**src/rtl/sactl_pkg.sv**
```systemverilog
// Shared types, constants and register codes for the cache tag lookup block.
package sactl_pkg;

  // Default geometry
  localparam int MAX_SETS_DEF = 256;
  localparam int MAX_WAYS_DEF = 8;

  // Way numbers travel in 4 bits between modules (up to 16 ways)
  localparam int WAY_IDX_W = 4;

  // Filled-block count is 12 bits and saturates
  localparam int          FILLED_W   = 12;
  localparam logic [11:0] FILLED_MAX = 12'hFFF;

  // Config port
  localparam int CFG_ADDR_W = 4;

  // Config register indexes (byte address bits [3:2])
  typedef enum logic [1:0] {
    REG_OFFSET = 2'd0,
    REG_INDEX  = 2'd1,
    REG_WAYS   = 2'd2,
    REG_MODE   = 2'd3
  } reg_idx_t;

  // Config reset values
  localparam logic [4:0] RST_OFFSET = 5'd4;
  localparam logic [3:0] RST_INDEX  = 4'd8;
  localparam logic [3:0] RST_WAYS   = 4'd8;
  localparam logic       RST_MODE   = 1'b1;

  // Replacement modes
  localparam logic MODE_FIFO = 1'b0;
  localparam logic MODE_LRU  = 1'b1;

  // Miss classification codes
  localparam logic [1:0] KIND_HIT        = 2'd0;
  localparam logic [1:0] KIND_COMPULSORY = 2'd1;
  localparam logic [1:0] KIND_CAPACITY   = 2'd2;
  localparam logic [1:0] KIND_CONFLICT   = 2'd3;

  // Sequencer states
  typedef enum logic [1:0] {
    ST_CLEAR,
    ST_IDLE,
    ST_SCAN,
    ST_DECIDE
  } state_t;

  // Configuration as seen by the datapath
  typedef struct packed {
    logic [4:0] off_len;
    logic [3:0] set_len;
    logic [3:0] ways;
    logic       mode;
  } cfg_t;

  // Per-cycle control into the way compare unit
  typedef struct packed {
    logic step;
    logic first;
  } scan_ctl_t;

  // Accumulated outcome of a set scan
  typedef struct packed {
    logic                 hit;
    logic [WAY_IDX_W-1:0] hit_way;
    logic                 empty_found;
    logic [WAY_IDX_W-1:0] free_way;
    logic [WAY_IDX_W-1:0] oldest_way;
  } scan_stat_t;

endpackage

```
**src/rtl/sactl_cfg.sv**
```systemverilog
// APB-style configuration registers for the tag lookup.
module sactl_cfg (
  input  logic                             clk,
  input  logic                             rst,
  input  logic                             psel,
  input  logic                             penable,
  input  logic                             pwrite,
  input  logic [sactl_pkg::CFG_ADDR_W-1:0] paddr,
  input  logic [31:0]                      pwdata,
  output logic [31:0]                      prdata,
  output logic                             pready,
  output sactl_pkg::cfg_t                  cfg
);

  sactl_pkg::reg_idx_t idx;
  logic                wr_en;

  assign idx    = sactl_pkg::reg_idx_t'(paddr[3:2]);
  assign wr_en  = psel && penable && pwrite;
  assign pready = 1'b1;

  // Register writes
  always_ff @(posedge clk) begin
    if (rst) begin
      cfg.off_len <= sactl_pkg::RST_OFFSET;
      cfg.set_len <= sactl_pkg::RST_INDEX;
      cfg.ways    <= sactl_pkg::RST_WAYS;
      cfg.mode    <= sactl_pkg::RST_MODE;
    end else if (wr_en) begin
      case (idx)
        sactl_pkg::REG_OFFSET: cfg.off_len <= pwdata[4:0];
        sactl_pkg::REG_INDEX:  cfg.set_len <= pwdata[3:0];
        sactl_pkg::REG_WAYS:   cfg.ways    <= pwdata[3:0];
        sactl_pkg::REG_MODE:   cfg.mode    <= pwdata[0];
        default: ;
      endcase
    end
  end

  // Read mux
  always_comb begin
    case (idx)
      sactl_pkg::REG_OFFSET: prdata = {27'd0, cfg.off_len};
      sactl_pkg::REG_INDEX:  prdata = {28'd0, cfg.set_len};
      sactl_pkg::REG_WAYS:   prdata = {28'd0, cfg.ways};
      sactl_pkg::REG_MODE:   prdata = {31'd0, cfg.mode};
      default:               prdata = 32'd0;
    endcase
  end

endmodule

```
**config.mk**
```make
export PLATFORM = sky130hd
export DESIGN_NAME = sactl_cfg
export DESIGN_NICKNAME = d
export VERILOG_FILES = /design/src/rtl/sactl_pkg.sv /design/src/rtl/sactl_cfg.sv
export SDC_FILE = /design/constraint.sdc
export NUM_CORES = 1
export LEC_CHECK = 0
export ABC_CLOCK_PERIOD_IN_PS = 1010
export BUFFER_PORTS_ARGS = -buffer_cell sky130_fd_sc_hd__buf_2
export CAP_MARGIN = 20
export CORE_MARGIN = 5
export CORE_UTILIZATION = 36
export DETAILED_ROUTE_END_ITERATION = 6
export GPL_TIMING_DRIVEN = 1
export PLACE_DENSITY = 0.8
export SYNTH_ARGS = -nofsm -noshare
export SYNTH_HDL_FRONTEND = slang
export SYNTH_SLANG_ARGS = --single-unit
```
**constraint.sdc**
```tcl
create_clock -name clk -period 1.01 [get_ports clk]
set_input_delay 0.0505 -clock clk [delete_from_list [all_inputs] [get_ports clk]]
set_output_delay 0.0505 -clock clk [all_outputs]
set_load 0.02 [all_outputs]
```
Word-level counts from Yosys, hierarchy flattened
Cells that the tools add are included.

Reductions and logical operators: 7. Equal/unequal tests: 3. Multiplexer cells: 1.

Operator list (count): $pmux 32 s4 (1); $reduce_and 2->1 (4); $eq 2x2->1 const B (2); $eq 2x1->1 const B (1); $logic_and 1x1->1 (2); $logic_not 2->1 (1).

Input bits: 41. Flip-flop bits (word level): 14. Output and inout port bits: 47. Logic and storage cells: 15.

Depth between registers and ports, before layout
Depth after elaboration: 3. Mapped depth: 4. Mapped depth without buffers: 3.

Worst setup path after synthesis
OpenSTA, ideal clock, no wires.

Kind: register to output. Start point: register cfg[8] (netlist bit). End point: output port prdata[3]. Setup slack: -0.067 ns. Required time: 0.959 ns. Cell stages (with the launch flop): 3. Buffers on the path: 0. Arrival: 1.027 ns. Cell sequence: dfxtp_1 > mux2i_1 > o21ai_0.

Word-level cells in the longest chain between the ends: 1.

Ends and longest elaborated chain: start, declared (line sactl_cfg.sv:12) `output sactl_pkg::cfg_t cfg`; $pmux 32 s4 (line sactl_cfg.sv:42) `case (idx)`; end, declared (line sactl_cfg.sv:10) `output logic [31:0] prdata,`.

No other way between the ends. The select of a mux whose other input is x is not followed.

Final worst setup path
Start point: register cfg[1] (netlist bit). End point: output port prdata[0].

The elaborated chain is that of the path after synthesis.

==> summary.txt <==
Run status
  – Status: complete, but fails checks
  – Failing checks: setup timing

Critical path
  – Launching point of the worst reg2reg path: cfg[7]
  – CP arrival: 1.23 ns
  – Critical path's largest stage delay: 0.47 ns
  – Slowest CP cell: mux4_2
  – Startpoint types: register
  – CP Cell Sequence: mux4_2, buf_6
  – CP top delay family: multiplexers
  – CP max FO: 3
  – WP data required: 0.96 ns
  – Worst path depth: 2
  – Worst reg2reg path depth: 5
  – Bufs and invs on worst path: 1
  – Critical Path End Type: primary output
  – Kind of critical path: reg -> out
  – Worst setup path startpoint: cfg[1]

CTS
  – CTS Root Cell: clkbuf_4
  – H-tree levels: 1
  – Worst skew pair latency: 0.28 ns
  – Clk sinks: 14
  – CTS tree: done
  – Worst-path clk slew: 0.08 ns
  – Worst-case clock buffer depth: 2
  – Cts bufs inserted: 3
  – CTS Hold Bufs: 0

Hold path
  – Worst Hold Depth: 2
  – HP Start: pwdata[0]
  – HP Class: in -> reg

Floorplan
  – Row Count: 18
  – Die area: 3665 um^2
  – Initial core utilization: 37.46%
  – CORE AREA: 2455 um^2
  – I/O Pins: 88
  – Die X: 60.54 um
  – Height of the die: 60.54 um

Power and ir drop
  – Max VDD drop: 0.0008865 V
  – Switching share of total power: 31.51%
  – Pwr Density: 960.6 nW/um^2
  – Register share of total power: 49.3%
  – Psw: 360.5 uW
  – Pleak: 0.6009 nW
  – Logic pwr share: 23.6%
  – Clock network power share: 27.1%
  – Internal power: 783.7 uW

Routing
  – Drt drc: 0
  – ANT nets after route: 0
  – Drt first-iter violations: 16
  – Vias: 778
  – Via density per instance: 4.346
  – DRT Pass-1 Iters: 4
  – Routed WL: 2125 um
  – Routed len/inst: 11.87 um

Finish
  – Max FFs per register: 14
  – Register name with the most flops: cfg
  – Share of cells above drive strength 1: 44.97%
  – Layout Nets: 192
  – Utilization after layout: 48.52%
  – Biggest regs: cfg (14)
  – Layout Area Growth over Synthesis: 29.52%
  – Number of inserted diodes: 0

Synth
  – Mapped Avg Cell Area: 8.676 um^2
  – Distinct cells, synth: 20
  – Synth warnings: 0
  – Cell Area, Synth: 919.6 um^2
  – Synth cell count leaders: buf_4 (28), dfxtp_1 (14), mux2i_1 (13), nand2b_1 (13), o21ai_0 (10)
  – Post-synthesis cell count: 106
  – Count leader, synth: buf_4
  – Area share of the largest cell type after synthesis: 30.48%
  – Flops & latches, synth: 14
  – Async set or reset register ratio after synthesis: 0%
  – Post-synth top area cell: dfxtp_1
  – Synth top area cells: dfxtp_1 (30%), buf_4 (23%), mux2i_1 (14%), nand2b_1 (8.8%), o21ai_0 (5.4%)
  – Ys flop type: dfxtp_1
  – Seq/Total Area, Yosys: 30.48%
  – Number of synthesized flops with an enable pin: 0

Timing
  – Tcrit/Tclk final: 126.6%
  – Pins Over Slew Limit: 0
  – Setup Viol. Count Final: 5
  – Final Hold Viols: 0
  – Final Skew: 0 ns
  – Min cycle time layout: 1.279 ns
  – RSZ-0062 raised after global routing: true
  – Post-route worst setup slack: -0.2689 ns
  – Setup TNS: -0.3444 ns
  – Maximum clock rate: 781.9 MHz

Place
  – Dpl hpwl: 1641 um
  – Port buffer count: 30
  – Gpl congestion: 0.7410

Global route
  – Remaining global-route overflow: 0
  – Overall Global Routing Usage: 12.11%
  – Largest net degree at the start of global routing: 23
  – Initial antenna violation count: 0
  – Vias in the first global route: 747
  – Global-route wire length before repair: 3353 um

Flow run
  – MaxCap Viol Count: 0
[placed cells by master, fill, tap and decap left out, drive strengths merged]
cell type and count:
nor2b 4, mux2i 13, conb 28, nor3b 1
buf 47, nor2 6, nand2 3, clkbuf 3
nand2b 13, o41a 1, mux4 1, nand3 1
dfxtp 14, or3 1, inv 1, nand4 1
nor3 1, o21ai 10
[final timing paths]
kind / to / slack, ns
worst min register to register: cfg[1] / 0.49
worst max-delay path: prdata[0] / -0.27
worst max register to register: cfg[7] / 0.08
worst min-delay path: cfg[0] / 0.02
[power groups by stage]
stage	clock, mW	combinational, mW	sequential, mW
3_5_place_dp	0	0.249	0.577
4_1_cts	0.322	0.262	0.564
2_1_floorplan	0	0.257	0.585
6_report	0.310	0.270	0.564
3_3_place_gp	0	0.247	0.576
5_1_grt	0.348	0.296	0.565
[per-stage QoR]
step	power, mW	instance area (um^2)	instances	hold slack (ns)	setup WS [ns]
floorplan	0.8420	1022	132	0.1964	0.04012
global placement	0.8234	1039	168	0.3097	0.03310
detailed placement	0.8256	1039	168	0.3116	0.01343
CTS	1.148	1134	177	0.01860	-0.2839
global route	1.209	1191	179	0.02635	-0.3099
finish	1.144	1191	179	0.02367	-0.2689
[final cells by class]
cell class,instances,area (um^2)
Fill cell,284,1264
Multi-Input combinational cell,84,505.5
Timing Repair Buffer,47,325.3
Sequential cell,14,296.5
Tap cell,30,37.54
Clock buffer,3,22.52
Inverter,1,3.754
[logic make-up (layout without fill, tap and decap cells)]
group	count (synthesis)	count (layout)	synth area share, %
and+or+nand+nor	31	31	19.05
other	2	28	0.8166
AOI/OAI and AO/OA	11	11	6.667
DFF	14	14	30.48
muxes	14	14	16.60
buffers and inverters	34	51	26.39
[metal layers]
metal | global-route usage [%] | wire, um
met1 | 14.80 | 821
met2 | 20.06 | 1014
met3 | 5.532 | 284
met4 | 1.858 | 5
met5 | 0 | 0
[what timing repair did]
item / CTS / global route
gates resized for setup: 15 / 14
pin swaps: 2 / 2
endpoints found under the setup margin: 5 / 5
setup buffers: 6 / 2
Power figures use the tool's default switching activity.
