==> config.mk <==
export PLATFORM = sky130hd
export DESIGN_NAME = sactl_way_unit
export DESIGN_NICKNAME = d
export VERILOG_FILES = /design/src/rtl/sactl_pkg.sv /design/src/rtl/sactl_way_unit.sv
export SDC_FILE = /design/constraint.sdc
export NUM_CORES = 1
export LEC_CHECK = 0
export ABC_AREA = 1
export BUFFER_PORTS_ARGS = -buffer_cell sky130_fd_sc_hd__buf_4
export CAP_MARGIN = 20
export CORE_ASPECT_RATIO = 0.7
export CORE_MARGIN = 8
export CORE_UTILIZATION = 52
export CTS_CLUSTER_SIZE = 30
export DETAILED_ROUTE_END_ITERATION = 12
export GPL_ROUTABILITY_DRIVEN = 0
export GPL_TIMING_DRIVEN = 0
export PLACE_DENSITY_LB_ADDON = 0.2
export SLEW_MARGIN = 20
export SYNTH_ARGS = -nofsm -noshare
export SYNTH_HDL_FRONTEND = slang
export SYNTH_SLANG_ARGS = --single-unit
==> constraint.sdc <==
create_clock -name clk -period 6.1 [get_ports clk]
set_clock_uncertainty 0.15 [all_clocks]
set_input_delay 0.61 -clock clk [delete_from_list [all_inputs] [get_ports clk]]
set_output_delay 0.61 -clock clk [all_outputs]
set_load 0.005 [all_outputs]
==> src/rtl/sactl_pkg.sv <==
// Shared types, constants and register codes for the cache tag lookup block.
package sactl_pkg;

  // Default geometry
  localparam int MAX_SETS_DEF = 256;
  localparam int MAX_WAYS_DEF = 8;

  // Way numbers travel in 4 bits between modules (up to 16 ways)
  localparam int WAY_IDX_W = 4;

  // Filled-block count is 12 bits and saturates
  localparam int          FILLED_W   = 12;
  localparam logic [11:0] FILLED_MAX = 12'hFFF;

  // Config port
  localparam int CFG_ADDR_W = 4;

  // Config register indexes (byte address bits [3:2])
  typedef enum logic [1:0] {
    REG_OFFSET = 2'd0,
    REG_INDEX  = 2'd1,
    REG_WAYS   = 2'd2,
    REG_MODE   = 2'd3
  } reg_idx_t;

  // Config reset values
  localparam logic [4:0] RST_OFFSET = 5'd4;
  localparam logic [3:0] RST_INDEX  = 4'd8;
  localparam logic [3:0] RST_WAYS   = 4'd8;
  localparam logic       RST_MODE   = 1'b1;

  // Replacement modes
  localparam logic MODE_FIFO = 1'b0;
  localparam logic MODE_LRU  = 1'b1;

  // Miss classification codes
  localparam logic [1:0] KIND_HIT        = 2'd0;
  localparam logic [1:0] KIND_COMPULSORY = 2'd1;
  localparam logic [1:0] KIND_CAPACITY   = 2'd2;
  localparam logic [1:0] KIND_CONFLICT   = 2'd3;

  // Sequencer states
  typedef enum logic [1:0] {
    ST_CLEAR,
    ST_IDLE,
    ST_SCAN,
    ST_DECIDE
  } state_t;

  // Configuration as seen by the datapath
  typedef struct packed {
    logic [4:0] off_len;
    logic [3:0] set_len;
    logic [3:0] ways;
    logic       mode;
  } cfg_t;

  // Per-cycle control into the way compare unit
  typedef struct packed {
    logic step;
    logic first;
  } scan_ctl_t;

  // Accumulated outcome of a set scan
  typedef struct packed {
    logic                 hit;
    logic [WAY_IDX_W-1:0] hit_way;
    logic                 empty_found;
    logic [WAY_IDX_W-1:0] free_way;
    logic [WAY_IDX_W-1:0] oldest_way;
  } scan_stat_t;

endpackage

==> src/rtl/sactl_way_unit.sv <==
// Shared way compare unit: one way per cycle while stepped; tracks hit, first empty, oldest age.
module sactl_way_unit (
  input  logic                            clk,
  input  sactl_pkg::scan_ctl_t            ctl,
  input  logic [sactl_pkg::WAY_IDX_W-1:0] way_idx,
  input  logic                            line_valid,
  input  logic [31:0]                     line_tag,
  input  logic [31:0]                     line_age,
  input  logic [31:0]                     search_tag,
  output sactl_pkg::scan_stat_t           stat
);

  logic        match;
  logic [31:0] oldest_age;

  assign match = line_valid && (line_tag == search_tag);

  // Accumulate over the ways of the set; lowest way wins all ties
  always_ff @(posedge clk) begin
    if (ctl.step) begin
      if (ctl.first) begin
        stat.hit         <= match;
        stat.hit_way     <= way_idx;
        stat.empty_found <= !line_valid;
        stat.free_way    <= way_idx;
        stat.oldest_way  <= way_idx;
        oldest_age       <= line_age;
      end else begin
        if (!stat.hit && match) begin
          stat.hit     <= 1'b1;
          stat.hit_way <= way_idx;
        end
        if (!stat.empty_found && !line_valid) begin
          stat.empty_found <= 1'b1;
          stat.free_way    <= way_idx;
        end
        if (line_age < oldest_age) begin
          oldest_age      <= line_age;
          stat.oldest_way <= way_idx;
        end
      end
    end
  end

endmodule

Yosys cells after proc, flatten, opt, wreduce, memory -nomap -nowiden
Cells that the tools add are included.
{"block": "totals", "regBits": 46, "in_bits": 104, "output_inout_bits": 14, "wordCells": 26}
{"block": "op_classes", "n_lt_le_gt_ge": 1, "eq_ne": 1, "muxes": 6, "n_reduce_logical": 12}
{"cell": "$mux 32", "n": 2}
{"cell": "$eq 32x32->1", "n": 1}
{"cell": "$lt 32x32->1", "n": 1}
{"cell": "$mux 14", "n": 1}
{"cell": "$mux 5", "n": 2}
{"cell": "$reduce_and 2->1", "n": 3}
{"cell": "$reduce_bool 2->1", "n": 3}
{"cell": "$mux 4", "n": 1}
{"cell": "$logic_and 1x1->1", "n": 3}
{"cell": "$logic_not 1->1", "n": 3}

Depth between registers and ports, before layout
{"block": "depth", "word_depth": 5, "depth_mapped": 13, "ltp_nobuf": 13}

Worst setup path after synthesis
No wires, ideal clock.
{"block": "synth_timing", "kind": "input to register", "startpoint": "input line_age[5]", "endpoint": "register oldest_age[0] (enable)", "t_arrival_ns": 3.192, "t_required_ns": 5.509, "setup_slack_ns": 2.317, "stages": 10, "path_buffers": 0, "path_cell_list": "ha_1 a21oi_1 nor2_1 nor3_1 nand2_1 nand2_1 nand2_1 nand2_1 nand2_1 a21oi_1"}
{"block": "synth_between", "elab_chain_len": 3}
{"element": "start, declared", "line": "sactl_way_unit.sv:8", "source": "input logic [31:0] line_age,"}
{"element": "$lt 32x32->1", "line": "sactl_way_unit.sv:37", "source": "if (line_age < oldest_age) begin"}
{"element": "$reduce_bool 2->1 (no source line)"}
{"element": "$reduce_and 2->1 (no source line)"}
{"element": "end signal, assigned", "line": "sactl_way_unit.sv:27", "source": "oldest_age <= line_age;"}
{"element": "end signal, assigned", "line": "sactl_way_unit.sv:38", "source": "oldest_age <= line_age;"}
{"element": "end, declared", "line": "sactl_way_unit.sv:14", "source": "logic [31:0] oldest_age;"}
No other way between the ends.
A chain may end at the register's enable or synchronous reset.

Final worst setup path
{"block": "layout_timing", "startpoint": "input line_age[27]", "endpoint": "register oldest_age[1] (enable)"}
The elaborated chain is that of the path after synthesis.

==> flow_summary_export.csv <==
group,metric,value,unit
status,run_status,"complete, no violations",
timing,slew_headroom,0.527,
timing,fmax,368,MHz
synth,netlist_top_cells_count,"inv_1, nand2_1, edfxtp_1, ha_1, nor2_1",
worst_setup_path,worstSetupPathType,"input port to flop",
global_routing,use_met3,0.0568,
die,core.rowCount,22,
place,dp_slack,3.10,ns
worst_setup_path,path_max_fanout,19,
clock_network,clk_latency,0.30,ns
route,drt_iter0_drc,85,
clock_network,cts_made_buffers,5,
die,fp.dieW,103,um
timing,layout_setup_ws,3.38,ns
cells_and_area,fillCellCount,392,
pwr,ir_worst_vdd,0.116,mV
global_routing,grt_max_degree,20,
route,routedWlPerCell,13.2,um
place,placement.io_buffers,117,
route,via_per_inst,4.58,
synth,syn-cell-area,2740,um^2
global_routing,grt_usage,0.169,
die,ios,118,
synth,synth-edff-count,46,
job,drv_cap,0,
route,wl,6410,um
timing,tightest_slew,0.708,ns
synth,ys_seq_area_frac,0.505,
clock_network,ctsResizeCount,0,
worst_setup_path,worstPathArrival,2.59,ns
die,start_util,0.532,
worst_setup_path,cp.required,5.97,ns
synth,yosys_warnings,0,
route,drc,0,
timing,setup_tns,0,ns
clock_network,cts_tree,"done",
global_routing,grt.met1_usage,0.192,
die,die_h,76.7,um
pwr,p_per_area,189,nW/um^2
synth,synth_top_cell_by_area,"edfxtp_1",
die,core,5150,um^2
clock_network,hold_buffers,0,
synth,synth_async_sr_flop_share,0,
synth,synth-main-ff-cell,"edfxtp_1",
worst_setup_path,endpoint_kind,"flop",
timing,min_period,2.72,ns
cells_and_area,postLayoutCoreUtil,0.745,
clock_network,path_clk_slew,0.08,ns
worst_setup_path,critPathLaunchType,"input port",
clock_network,ctsLongestPathBuffers,2,
die,fp.dieArea,7880,um^2
global_routing,grt_overflow,0,
global_routing,antenna_found_initial,0,
worst_hold_path,hold_path_class,"input port to flop",
synth,netlist_top_cells_area,"edfxtp_1, ha_1, inv_1",
route,antenna_left,0,
route,num_vias,2221,
timing,whs,0.341,ns
cells_and_area,drive_above_1_share,0.327,
synth,synth_cells,287,
pwr,leakagePower,0.00193,uW
timing,maxSlewViolCount,0,
timing,setup_viol_count_final,0,
timing,hold_viol_final,0,
clock_network,cts_setup_buffers,0,
synth,ys_types,25,
pwr,finalPower,725,uW
cells_and_area,synthToLayoutAreaGrowth,40.1,%
cells_and_area,antenna_cells,0,
synth,yosys.area.top_type_share,0.505,
clock_network,htreeDepth,2,
global_routing,busiest_layer,"met2",
clock_network,cts.sinks,46,
global_routing,grt_first_pass_wirelength,10500,um
synth,syn_area_per_cell,9.54,um^2
global_routing,grt_pass1_vias,2308,
place,dp_hpwl,5460,um
timing,rsz0062_at_grt,"false",
route,first_pass_iters,4,
cells_and_area,fin_nets,547,
synth,syn-num-nets,422,
clock_network,clock-root-buffer,"clkbuf_8",
timing,fin_crit_sh,0.446,
synth,synth_most_common_cell,"inv_1",
global_routing,use_met2,0.297,
synth,ys_seq_elements,46,
[cell usage in the layout, fill, tap and decap left out, drive strengths merged, types with 5 or more instances in the layout]
cell type / Yosys / final
edfxtp: 46 / 46
inv: 64 / 64
nand2: 59 / 59
o21ai: 9 / 9
ha: 31 / 31
xnor2: 8 / 8
buf: 0 / 118
clkbuf: 0 / 5
nand3: 6 / 6
a21oi: 16 / 16
xor2: 7 / 7
nor2: 24 / 24
[power by group]
part	internal, uW	leakage, uW	switching [uW]
logic	88.0	0.00145	74.0
clock network	80.5	0.0000441	104
registers	373	0.000440	5.36
total	541	0.00193	183
[state kept, by name, summed over array words and instances (netlist names)]
signal      flops
oldest_age     32
stat           14
[kinds of logic after synthesis]
family          share of synthesized area
compound gates                     0.0580
xor+xnor                           0.0480
simple gates                        0.160
buf+inv                            0.0878
flops                               0.505
fa+ha+maj                           0.142
[area by class of cell]
class | instances | area [um^2] | area share
flip-flops and latches | 46 | 1380 | 0.360
well taps | 72 | 90.1 | 0.0235
repair buffers | 118 | 906 | 0.236
inverters | 64 | 240 | 0.0626
multi-input cells | 177 | 1130 | 0.294
clock inverters | 3 | 21.3 | 0.00555
clock buffers | 5 | 68.8 | 0.0179
[final timing paths]
| path | from | to | slack (ns) | depth (start not counted) |
|---|---|---|---|---|
| worst max-delay path | line_age[27] | oldest_age[1] | 3.38 | 10 |
| worst min-delay path | line_age[0] | oldest_age[0] | 0.34 | 1 |
| worst max register to register | oldest_age[27] | oldest_age[1] | 3.45 | 10 |
| worst min register to register | stat[13] | stat[13] | 0.61 | 3 |
[through the flow]
step / instances / cell area, um^2
after floorplan: 287 / 2740
after CTS: 485 / 3830
after global routing: 485 / 3830
final: 485 / 3830
after global placement: 476 / 3710
after detailed placement: 477 / 3740
[per-layer routing]
layer	wire [um]	share of wire
met1	2590	0.40
met2	3290	0.51
met3	412	0.064
met4	111	0.017
met5	0	0
[critical path, stage by stage]
cell and delay, ns:
buf_4 0.11, ha_1 0.30, a21oi_1 0.18, o21ai_0 0.12, nand2_1 0.07, nand3_1 0.07, a21oi_1 0.16, nand2_1 0.12
a21oi_4 0.59, buf_16 0.23
Power figures use the tool's default switching activity.
